`src/hdl/vmt_pkg.sv`:
```
// Shared types, widths and a reset helper function for the vertex matrix transform.
package vmt_pkg;

  localparam int DIM           = 4;
  localparam int NUM_REGS      = (DIM * DIM) / 2;
  localparam int COEF_W        = 32;
  localparam int REG_W         = 2 * COEF_W;
  localparam int IDX_W         = $clog2(NUM_REGS);
  localparam int ADDR_W        = IDX_W + 3;
  localparam int PROD_W        = 2 * COEF_W;
  localparam int PAIR_W        = PROD_W + 1;
  localparam int SUM_W         = PROD_W + 2;
  localparam int FRAC_BITS_DEF = 16;

  // Clamp limits of a 32-bit signed result, at the width of the full sum.
  localparam logic signed [SUM_W-1:0] SAT_MAX = {{(SUM_W-COEF_W+1){1'b0}}, {(COEF_W-1){1'b1}}};
  localparam logic signed [SUM_W-1:0] SAT_MIN = {{(SUM_W-COEF_W+1){1'b1}}, {(COEF_W-1){1'b0}}};
  localparam logic [COEF_W-1:0] OUT_MAX = {1'b0, {(COEF_W-1){1'b1}}};
  localparam logic [COEF_W-1:0] OUT_MIN = {1'b1, {(COEF_W-1){1'b0}}};

  typedef logic [DIM-1:0][COEF_W-1:0] vec_t;
  typedef logic [DIM-1:0][SUM_W-1:0]  sum_vec_t;

  typedef struct packed {
    logic ld_mul;
    logic ld_pair;
    logic ld_sum;
    logic ld_out;
  } pipe_ctl_t;

  typedef struct packed {
    logic              psel;
    logic              penable;
    logic              pwrite;
    logic [ADDR_W-1:0] paddr;
    logic [REG_W-1:0]  pwdata;
  } apb_req_t;

  // Reset value of one matrix register: identity matrix with 1.0 = 2^frac.
  function automatic logic [REG_W-1:0] mat_reset(input int idx, input int frac);
    logic [REG_W-1:0] one;
    logic [REG_W-1:0] val;
    int               e;
    one = REG_W'(1) << frac;
    val = '0;
    for (int r = 0; r < DIM; r++) begin
      e = r * (DIM + 1);
      if ((e >> 1) == idx) begin
        if (e[0]) begin
          val = val | (one << COEF_W);
        end else begin
          val = val | one;
        end
      end
    end
    return val;
  endfunction

endpackage

```
`src/hdl/vmt_merge.sv`:
```
// Output stage: scales each lane sum, clamps to 32 bits and registers the vertex.
module vmt_merge #(
  parameter int FRAC_BITS = vmt_pkg::FRAC_BITS_DEF
) (
  input  logic              clk,
  input  logic              ld,
  input  vmt_pkg::sum_vec_t sums,
  output vmt_pkg::vec_t     res_q
);

  logic signed [vmt_pkg::SUM_W-1:0] shifted [vmt_pkg::DIM];
  vmt_pkg::vec_t                    sat_val;

  // Arithmetic shift floors negative sums, matching the exact fixed-point result.
  always_comb begin
    for (int i = 0; i < vmt_pkg::DIM; i++) begin
      shifted[i] = $signed(sums[i]) >>> FRAC_BITS;
      if (shifted[i] > vmt_pkg::SAT_MAX) begin
        sat_val[i] = vmt_pkg::OUT_MAX;
      end else if (shifted[i] < vmt_pkg::SAT_MIN) begin
        sat_val[i] = vmt_pkg::OUT_MIN;
      end else begin
        sat_val[i] = shifted[i][vmt_pkg::COEF_W-1:0];
      end
    end
  end

  always_ff @(posedge clk) begin
    if (ld) begin
      res_q <= sat_val;
    end
  end

endmodule

```
`config.mk`:
```
export PLATFORM = sky130hd
export DESIGN_NAME = vmt_merge
export DESIGN_NICKNAME = d
export VERILOG_FILES = /design/src/hdl/vmt_pkg.sv /design/src/hdl/vmt_merge.sv
export SDC_FILE = /design/constraint.sdc
export NUM_CORES = 1
export LEC_CHECK = 0
export ABC_AREA = 1
export BUFFER_PORTS_ARGS = -buffer_cell sky130_fd_sc_hd__buf_2
export CORE_AREA = 8 8 148 150
export CTS_BUF_LIST = sky130_fd_sc_hd__clkbuf_2 sky130_fd_sc_hd__clkbuf_4 sky130_fd_sc_hd__clkbuf_8
export DETAILED_ROUTE_END_ITERATION = 7
export DIE_AREA = 0 0 156 158
export SYNTH_ARGS = -nofsm -noshare
export SYNTH_HDL_FRONTEND = slang
export SYNTH_SLANG_ARGS = --single-unit
```
`constraint.sdc`:
```
create_clock -name clk -period 1.4 [get_ports clk]
set_input_delay 0.28 -clock clk [delete_from_list [all_inputs] [get_ports clk]]
set_output_delay 0.28 -clock clk [all_outputs]
set_load 0.01 [all_outputs]
```
After elaboration in Yosys (flattened, before gate mapping)
Index checks and enable logic that the tools add are counted.
Widths: inputs -> output; s select.
{ "totals": {"ff_bits": 128, "in_bits": 266, "out_inout_bits": 128} }
{ "classes": {"magnitude_cmp": 8, "n_mux": 4} }
{ "op_table": {"columns": ["operator", "n"], "rows": [
  ["$gt 50x32->1 const B", 4],
  ["$lt 50x32->1 const B", 4],
  ["$mux 32", 4]
]} }

Depth between registers and ports, before layout
{ "depth": {"depth_word": 2, "mapped_depth": 10} }

Worst setup path after synthesis
No wires, ideal clock.
{ "synth_timing": {"kind": "input to register", "startpoint": "input port sums[246] (netlist name)", "endpoint": "register res_q[100] (netlist name) (data pin)", "arrival_ns": 1.074, "required_ns": 1.146, "setup_slack_ns": 0.072, "cell_stages": 8, "n_path_buf": 1, "path_cell_list": "or2_0 > nor2_1 > nand3_1 > nor2_2 > nand2_1 > nand3_2 > buf_6 > nand2_1"} }
{ "synth_between": {"elab_chain_cells": 2, "word_cells_on_any_way": 3, "classes_between": "order compare: 2; mux: 1"} }
{ "synth_lines": {"columns": ["item", "line_no", "source"], "rows": [
  ["from (decl)", "vmt_merge.sv:7", "input vmt_pkg::sum_vec_t sums,"],
  ["$lt 50x32->1", "vmt_merge.sv:20", "end else if (shifted[i] < vmt_pkg::SAT_MIN) begin"],
  ["$mux 32", "vmt_merge.sv:20", null],
  ["to (signal assigned)", "vmt_merge.sv:30", "res_q <= sat_val;"],
  ["to (decl)", "vmt_merge.sv:8", "output vmt_pkg::vec_t res_q"]
]} }
Parallel ways exist; a longest one is shown, timed or not.
A chain may end at the register's enable or synchronous reset.

Worst setup path after layout
{ "layout_timing": {"startpoint": "register res_q[66] (netlist name)", "endpoint": "output port res_q[66] (netlist name)"} }
No word-level cell between the ends.

==> results.txt <==
Status: finished clean
Number of enable flip-flop cells after synthesis: 128
Seq cells post-synth: 128
Vias in the first global route: 5,267
WHS Path Cells: 1
PD cells: 1100 mW/mm2
Crit-path max FO: 1
Initial core utilization: 30.0%
Fin area: 0.00858 mm2
Met3 Resource Use GR: 6.39%
Clk slew on worst S/H paths: 0.08 ns
Worst setup SP type: flip-flop
Wire length per cell: 14.5 um
Via density: 4.20
Sequential cell area fraction in the yosys report: 65.0%
Total grt overflow: 0
CTS Hold Bufs: 0
Commonest cells in the netlist: nand2_1, edfxtp_1, inv_1
Layout Cells excl Fill: 1,256
CORE AREA: 0.0197 mm2
Min Tclk post-route: 1.24 ns
Post-CTS sizing: 0
WL final: 18,200 um
Most common cell in the synthesized netlist: nand2_1
Final Hold Fails: 0
Antenna diodes: 0
CP Data Required Time: 1.12 ns
GR Util met1: 14.9%
Leakage: 4.20 nW
Ys async rst share: 0%
Initial antenna violation count: 0
Top reg by flops: res_q
Post-synthesis instance area: 0.00591 mm2
Root Driver: clkbuf_8
Max_slew headroom: 78.7%
Grt peak-use layer: met2
IO buf count: 329
Via count: 5,270
Fin crit share: 88.8%
Top Family by Delay on Critical Path: flip-flops
Final setup fails: 0
Peak supply drop: 552 uV
Max-slew violations: 0
Clock buffer depth: 2
Worst-path cell chain: buf_2
Fill cells: 2,024
Predominant post-synthesis flop cell: edfxtp_1
CP Capture Type: output port
GRT Overall Usage: 14.1%
Final ANT Viol Nets: 0
Cell row count: 52
Area after DPL: 0.00818 mm2
Synth Instances: 599
Synth area leaders: edfxtp_1, nand2_1, buf_6
Worst-Margin Slew: 0.319 ns
Share of cells above drive strength 1: 44.2%
GPL Wtd Cong: 0.833
Drt initial violations: 243
Crit path kind: flip-flop to output port
Critical path buffers and inverters: 1
Post-place setup slack: -0.222 ns
HP Class: primary input to flip-flop
Area occupied by multi-input gates: 0.00167 mm2
Postcts setup bufs: 0
IO Pins: 394
Crit path DAT: 0.96 ns
Hold Crit Endpoint: res_q[63]$_SDFFCE_PN0P_
Reg area: 0.00384 mm2
Area share of the largest cell type after synthesis: 65.0%
Max Fclk: 0.804 GHz
Max Cap Viol: 0
CP max stage delay: 0.39 ns
Fin nets: 1,239
Yosys cell types: 21
CTS Buf Count: 17
Hold path startpoint: sums[131]
CTS tree: done
DRT Pass-1 Iters: 4
Total Power: 9.42 mW
Post-route core utilization: 43.5%
Synth warn: 0
Avg Inst Size Synth: 9.87 um2
Die W: 156 um
# DRC: 0
Die Span Y: 158 um
Setup crit start: res_q[66]$_SDFFCE_PN1P_
DP HPWL: 14,300 um
Largest net degree at the start of global routing: 55
Clock sink count: 128
Area added between synthesis and finish: 45.1%
# H-tree levels: 4
DIE AREA: 0.0246 mm2
Top flop regs: res_q x128
GR Util met2: 24.5%
Slowest CP cell: edfxtp_1
Mapped Nets: 865
Max FFs per register: 128
RSZ-0062 raised after global routing: false
Post-layout worst setup margin: 0.156 ns
First-pass GRT wire length: 27,300 um
Placed Instances: 1,224
Yosys top cell by area: edfxtp_1
kinds of logic after synthesis:
kind of cell / count (synthesis) / share of synthesized area, %
AOI/OAI and AO/OA: 6 / 0.783
DFF: 128 / 65.0
and+or+nand+nor: 393 / 27.3
buffers and inverters: 72 / 6.92
power by group:
group	switching (mW)	total, mW	internal, mW
registers	0.0731	4.66	4.59
logic	0.818	1.48	0.662
clock network	1.53	3.28	1.75
total	2.42	9.42	7.00
layout by cell type (no fill, tap or decap), types with 12 or more instances in the layout:
master,count
nand4_1,16
inv_1,44
edfxtp_1,128
nand2_1,297
nor2_1,40
buf_4,46
buf_2,328
clkbuf_8,17
nand2_2,12
layout make-up:
| type | instances | share of cell area (%) |
|---|---|---|
| clock buffers | 17 | 2.73 |
| flip-flops and latches | 128 | 44.8 |
| inverters | 44 | 1.92 |
| well taps | 270 | 3.94 |
| clock inverters | 15 | 1.95 |
| multi-input cells | 399 | 19.4 |
| repair buffers | 383 | 25.2 |
metal layers:
layer	routed length, um	vias to the layer above
met5	0	-
met4	301	0
met3	1940	18
met2	9130	188
met1	6800	2379
li1	-	2685
through the flow:
| stage | hold slack [ns] | setup TNS (ns) |
|---|---|---|
| floorplan | 0.392 | 0 |
| global placement | 0.490 | -12.46 |
| detailed placement | 0.492 | -13.75 |
| CTS | 0.0227 | 0 |
| global route | 0.0202 | 0 |
| finish | 0.0645 | 0 |
how the worst max path moves through the flow:
stage	to	slack (ns)	depth (start not counted)
finish	res_q[66]	0.16	1
global route	res_q[6]	0.07	1
CTS	res_q[110]	0.11	1
detailed placement	res_q[124]$_SDFFCE_PN1P_	-0.22	9
global placement	res_q[123]$_SDFFCE_PN1P_	-0.19	9
floorplan	res_q[100]$_SDFFCE_PN1P_	0.07	8
No activity file was read; power rests on OpenSTA's default activity.
