--- src/hdl/vmt_pkg.sv ---
// Shared types, widths and a reset helper function for the vertex matrix transform.
package vmt_pkg;

  localparam int DIM           = 4;
  localparam int NUM_REGS      = (DIM * DIM) / 2;
  localparam int COEF_W        = 32;
  localparam int REG_W         = 2 * COEF_W;
  localparam int IDX_W         = $clog2(NUM_REGS);
  localparam int ADDR_W        = IDX_W + 3;
  localparam int PROD_W        = 2 * COEF_W;
  localparam int PAIR_W        = PROD_W + 1;
  localparam int SUM_W         = PROD_W + 2;
  localparam int FRAC_BITS_DEF = 16;

  // Clamp limits of a 32-bit signed result, at the width of the full sum.
  localparam logic signed [SUM_W-1:0] SAT_MAX = {{(SUM_W-COEF_W+1){1'b0}}, {(COEF_W-1){1'b1}}};
  localparam logic signed [SUM_W-1:0] SAT_MIN = {{(SUM_W-COEF_W+1){1'b1}}, {(COEF_W-1){1'b0}}};
  localparam logic [COEF_W-1:0] OUT_MAX = {1'b0, {(COEF_W-1){1'b1}}};
  localparam logic [COEF_W-1:0] OUT_MIN = {1'b1, {(COEF_W-1){1'b0}}};

  typedef logic [DIM-1:0][COEF_W-1:0] vec_t;
  typedef logic [DIM-1:0][SUM_W-1:0]  sum_vec_t;

  typedef struct packed {
    logic ld_mul;
    logic ld_pair;
    logic ld_sum;
    logic ld_out;
  } pipe_ctl_t;

  typedef struct packed {
    logic              psel;
    logic              penable;
    logic              pwrite;
    logic [ADDR_W-1:0] paddr;
    logic [REG_W-1:0]  pwdata;
  } apb_req_t;

  // Reset value of one matrix register: identity matrix with 1.0 = 2^frac.
  function automatic logic [REG_W-1:0] mat_reset(input int idx, input int frac);
    logic [REG_W-1:0] one;
    logic [REG_W-1:0] val;
    int               e;
    one = REG_W'(1) << frac;
    val = '0;
    for (int r = 0; r < DIM; r++) begin
      e = r * (DIM + 1);
      if ((e >> 1) == idx) begin
        if (e[0]) begin
          val = val | (one << COEF_W);
        end else begin
          val = val | one;
        end
      end
    end
    return val;
  endfunction

endpackage

--- src/hdl/vmt_regs.sv ---
// Matrix coefficient registers with APB-style write/read access.
module vmt_regs #(
  parameter int FRAC_BITS = vmt_pkg::FRAC_BITS_DEF
) (
  input  logic                       clk,
  input  logic                       rst,
  input  vmt_pkg::apb_req_t          req,
  output logic [vmt_pkg::REG_W-1:0]  prdata,
  output vmt_pkg::vec_t              coef [vmt_pkg::DIM]
);

  logic [vmt_pkg::REG_W-1:0] mat [vmt_pkg::NUM_REGS];
  logic [vmt_pkg::IDX_W-1:0] reg_idx;
  logic                      wr_en;

  assign reg_idx = req.paddr[vmt_pkg::ADDR_W-1:3];
  assign wr_en   = req.psel && req.penable && req.pwrite;
  assign prdata  = mat[reg_idx];

  always_ff @(posedge clk) begin
    if (rst) begin
      for (int r = 0; r < vmt_pkg::NUM_REGS; r++) begin
        mat[r] <= vmt_pkg::mat_reset(r, FRAC_BITS);
      end
    end else if (wr_en) begin
      mat[reg_idx] <= req.pwdata;
    end
  end

  // Even column in the low half, odd column in the high half.
  for (genvar row = 0; row < vmt_pkg::DIM; row++) begin : g_row
    for (genvar col = 0; col < vmt_pkg::DIM; col++) begin : g_col
      localparam int RIDX = (row * vmt_pkg::DIM + col) / 2;
      if ((col % 2) == 1) begin : g_hi
        assign coef[row][col] = mat[RIDX][vmt_pkg::REG_W-1:vmt_pkg::COEF_W];
      end else begin : g_lo
        assign coef[row][col] = mat[RIDX][vmt_pkg::COEF_W-1:0];
      end
    end
  end

endmodule

--- config.mk ---
export PLATFORM = sky130hd
export DESIGN_NAME = vmt_regs
export DESIGN_NICKNAME = d
export VERILOG_FILES = /design/src/hdl/vmt_pkg.sv /design/src/hdl/vmt_regs.sv
export SDC_FILE = /design/constraint.sdc
export NUM_CORES = 1
export LEC_CHECK = 0
export ABC_CLOCK_PERIOD_IN_PS = 3500
export BUFFER_PORTS_ARGS = -buffer_cell sky130_fd_sc_hd__buf_2
export CAP_MARGIN = 20
export CORE_AREA = 5 5 247 249
export CTS_CLUSTER_SIZE = 8
export DETAILED_ROUTE_END_ITERATION = 8
export DIE_AREA = 0 0 252 254
export SKIP_LAST_GASP = 1
export SLEW_MARGIN = 20
export SYNTH_ARGS = -nofsm -noshare
export SYNTH_HDL_FRONTEND = slang
export SYNTH_SLANG_ARGS = --single-unit
--- constraint.sdc ---
create_clock -name clk -period 3.5 [get_ports clk]
set_input_delay 0.875 -clock clk [delete_from_list [all_inputs] [get_ports clk]]
set_output_delay 0.875 -clock clk [all_outputs]
set_load 0.05 [all_outputs]
After elaboration in Yosys (flattened, before gate mapping):

Memory sizes are Yosys's and may differ from the RTL's.
Index checks and enable logic that the tools add are counted.

* register bits: 0
* logic and storage cells: 14
* memories: 1
* output and inout port bits: 576
* bits of input ports: 75
* memory bits (writable): 512

* mux-type cells: 10
* reductions and logical operators: 3

Memory list
* mat: depth 8, width 64, rd ports 9, clocked after Yosys merged registers in 0, wr ports 8, line vmt_regs.sv:12 `logic [vmt_pkg::REG_W-1:0] mat [vmt_pkg::NUM_REGS];`

Operators with widths (count)
* 2-to-1 mux 64 bit: 3
* OR reduction 64 bit: 1
* 2-to-1 mux 1 bit: 6
* 2-to-1 mux 3 bit: 1
* logical AND 1 bit: 2

Depth between registers and ports, before layout:

* depth in word-level cells: 7
* mapped depth: 6
* depth with buffers taken out: 3

Worst setup path after synthesis:

OpenSTA, ideal clock, no wires.

* path type: input to output
* from: input req[67] (netlist bit)
* to: output prdata[42] (netlist bit)
* setup slack: 0.284 ns
* required time: 2.625 ns
* buffers on the path: 3
* arrival: 2.341 ns
* stages: 6
* path through: buf_2 -> buf_4 -> buf_4 -> mux4_2 -> nand2_1 -> nand2_1

* word-level cells in the longest chain between the ends: 1

Ends and longest elaborated chain
* start: declaration: line vmt_regs.sv:7 `input vmt_pkg::apb_req_t req,`
* memory read (8 x 64 bit)
* end: declaration: line vmt_regs.sv:8 `output logic [vmt_pkg::REG_W-1:0] prdata,`

Every way passes these cells.

Worst setup path in the final report:

* from: input req[67] (netlist bit)
* to: output prdata[63] (netlist bit)

Same word-level chain as after synthesis.

==> reports/qor.csv <==
stage,metric,value,unit
min_path,Hold Path Class,input port to flip-flop,
sta,crit share post-route,97.31,%
logic_synthesis,sequential fraction of the synthesis area,67.38,%
clocking,CTS Hold Bufs,0,
layout,share of cells above drive strength 1,46.58,%
detailed_routing,Iteration-0 DRC Markers,1215,
power,combinational power share,18.1,%
sta,Final Max Slew Viols,0,
detailed_routing,DRT Wirelength,81.24,mm
sta,final worst setup slack,0.09411,ns
logic_synthesis,Synth Cell Area,0.02282,mm2
sta,setup TNS,0,ns
power,Total Power,16.60,mW
global_routing,Global Route Usage Sum,24.50,%
floorplanning,IO Count,651,
layout,largest register by flop count,mat,
clocking,Post-CTS Setup Inserts,0,
floorplanning,die footprint,0.06401,mm2
floorplanning,Row Count,89,
clocking,CTS root buffer,clkbuf_16,
detailed_routing,Routed wire per std cell,28.36,um
global_routing,initial antenna violation count,7,
critical_path,Crit Path Max Fanout,30,
critical_path,CP arrival,2.53,ns
critical_path,worst-path cell chain,buf_12 -> buf_4 -> mux4_2 -> mux2_2 -> buf_2,
layout,biggest regs,mat x512,
placed_design,dpl cells,2776,
layout,Final Instance Area,0.02958,mm2
critical_path,Worst Path Buf+Inv,3,
logic_synthesis,Post-Syn Area per Cell,16.42,um2
power,Internal Power,11.62,mW
global_routing,global-route wire length before repair,113.6,mm
placed_design,PortBufs,647,
global_routing,GRT overflow,0,
power,switching part of the total power,29.98,%
layout,max FFs per register,512,
critical_path,startpoint types,input port,
detailed_routing,met3 WL,7.676,mm
clocking,CTS sink cnt,512,
critical_path,CP required,2.62,ns
detailed_routing,Met2 Wirelength,41.12,mm
detailed_routing,M1 WL,30.46,mm
logic_synthesis,Post-Synthesis Cells,1390,
floorplanning,starting density of the core,39.03,%
clocking,Clock transition at path regs,0.05,ns
logic_synthesis,"Distinct cells, synth",24,
sta,Final Setup Violations,0,
detailed_routing,top layer in use,met5,
floorplanning,Die Y,254,um
power,NetSw,4.975,mW
critical_path,max incr delay on CP,0.54,ns
layout,Area Overhead vs Synth,29.66,%
placed_design,hpwl dp,54.36,mm
clocking,post-CTS sizing,1,
power,Pleak,11.68,nW
placed_design,final RePlAce weighted congestion,0.8983,
sta,Slew HR,68.37,%
detailed_routing,drt via density,5.268,
critical_path,WS Path Type,input port to primary output,
critical_path,crit path max-delay cell type,mux4_2,
logic_synthesis,"FF+latch count, synth",512,
layout,fin cells,2865,
clocking,CTS buffer count,74,
sta,worst-margin pin slew,0.4706,ns
critical_path,Setup crit end kind,primary output,
power,part of the power in registers,44.1,%
sta,Fin. Hold Viols,0,
power,Peak VDD IR,0.3742,mV
detailed_routing,Final ANT Viol Nets,0,
status,status,finished clean,
clocking,htree depth,3,
placed_design,post-place setup slack,-0.03186,ns
clocking,clk buf depth,3,
sta,RSZ-0062 raised after global routing,false,
layout,Layout Utilization,50.60,%
floorplanning,Core Footprint,0.05846,mm2
floorplanning,Die W,252,um
flow_run,max_cap viols,0,
layout,NumNets Final,2154,
layout,Filler Cell Count,4976,
power,Clock power frac,37.8,%
detailed_routing,Pre-antenna DRT Iters,5,
sta,fmax,0.2936,GHz
global_routing,largest net degree at the start of global routing,65,
global_routing,vias in the first global route,15650,
detailed_routing,detailed-route via count,15090,
detailed_routing,DRC,0,
critical_path,family with the most delay on the worst path,multiplexers,
logic_synthesis,Mapped Nets,1465,
clocking,CTS tree,yes,
sta,post-layout min period,3.406,ns
logic_synthesis,Syn. warnings,0,
sta,final hold slack,0.6299,ns
placed_design,DP Area,0.02760,mm2
power,Power per Cell Area,561.0,mW/mm2
## final cells by class
type / instances / area, um2 / area share, %
Clock inverter: 7 / 80.08 / 0.2707
Inverter: 2 / 7.507 / 0.02538
Antenna cell: 3 / 7.507 / 0.02538
Sequential cell: 512 / 15370 / 51.97
Multi-Input combinational cell: 780 / 7038 / 23.79
Clock buffer: 79 / 1892 / 6.395
Timing Repair Buffer: 709 / 4217 / 14.25
Tap cell: 773 / 967.2 / 3.269
## per-layer routing
metal | up-vias | track usage [%]
met5 | - | 0
met3 | 123 | 7.205
met4 | 10 | 6.979
met1 | 7734 | 30.39
li1 | 6469 | -
met2 | 757 | 42.12
## synth_stat cells
cell	instances	share of area, %
o32a_1	1	0.044
buf_2	11	0.24
nor3_1	4	0.088
nor4b_2	2	0.13
nor4_1	2	0.055
edfxtp_1	512	67
a21oi_1	1	0.022
clkbuf_2	8	0.18
nand4b_4	1	0.10
a31o_2	1	0.038
clkbuf_1	56	0.92
and2_1	508	14
mux2i_1	1	0.044
buf_1	7	0.12
mux2_2	37	1.8
nand3b_1	1	0.033
mux4_2	127	13
buf_6	8	0.39
nand2b_1	5	0.14
or2_2	8	0.22
nor2_1	1	0.016
inv_2	2	0.033
nand2_1	80	1.3
buf_4	6	0.20
## power by group through the flow
| stage | registers, mW | clock network [mW] | logic [mW] |
|---|---|---|---|
| CTS | 7.32 | 6.39 | 3.04 |
| global route | 7.34 | 6.64 | 3.11 |
| global placement | 7.42 | 0 | 3.03 |
| floorplan | 8.56 | 0 | 0.915 |
| finish | 7.32 | 6.27 | 3.01 |
| detailed placement | 7.43 | 0 | 3.03 |
## path summary, 6_finish.rpt
check	from	end	depth (start not counted)
max	req[67]	prdata[63]	5
min	req[16]	mat[5][16]	2
## logic make-up (layout without fill, tap and decap cells)
kind of cell | Yosys count | count (layout) | synth area share [%]
and+or+nand+nor | 612 | 612 | 16.03
DFF | 512 | 512 | 67.38
muxes | 165 | 165 | 14.41
buffers and inverters | 98 | 797 | 2.078
AOI/OAI and AO/OA | 3 | 3 | 0.1042
other | 0 | 3 | 0
## layout by cell type, fill, tap and decap left out, types with 3 or more instances in the layout
| cell | instances |
|---|---|
| nand2_1 | 80 |
| or2_4 | 8 |
| clkbuf_1 | 4 |
| edfxtp_1 | 512 |
| mux4_2 | 127 |
| nand2b_1 | 5 |
| buf_2 | 642 |
| mux2_2 | 37 |
| buf_12 | 40 |
| diode_2 | 3 |
| and2_1 | 508 |
| inv_6 | 3 |
| clkbuf_16 | 75 |
| nor3_2 | 4 |
| buf_4 | 27 |
No activity file was read; power rests on OpenSTA's default activity.
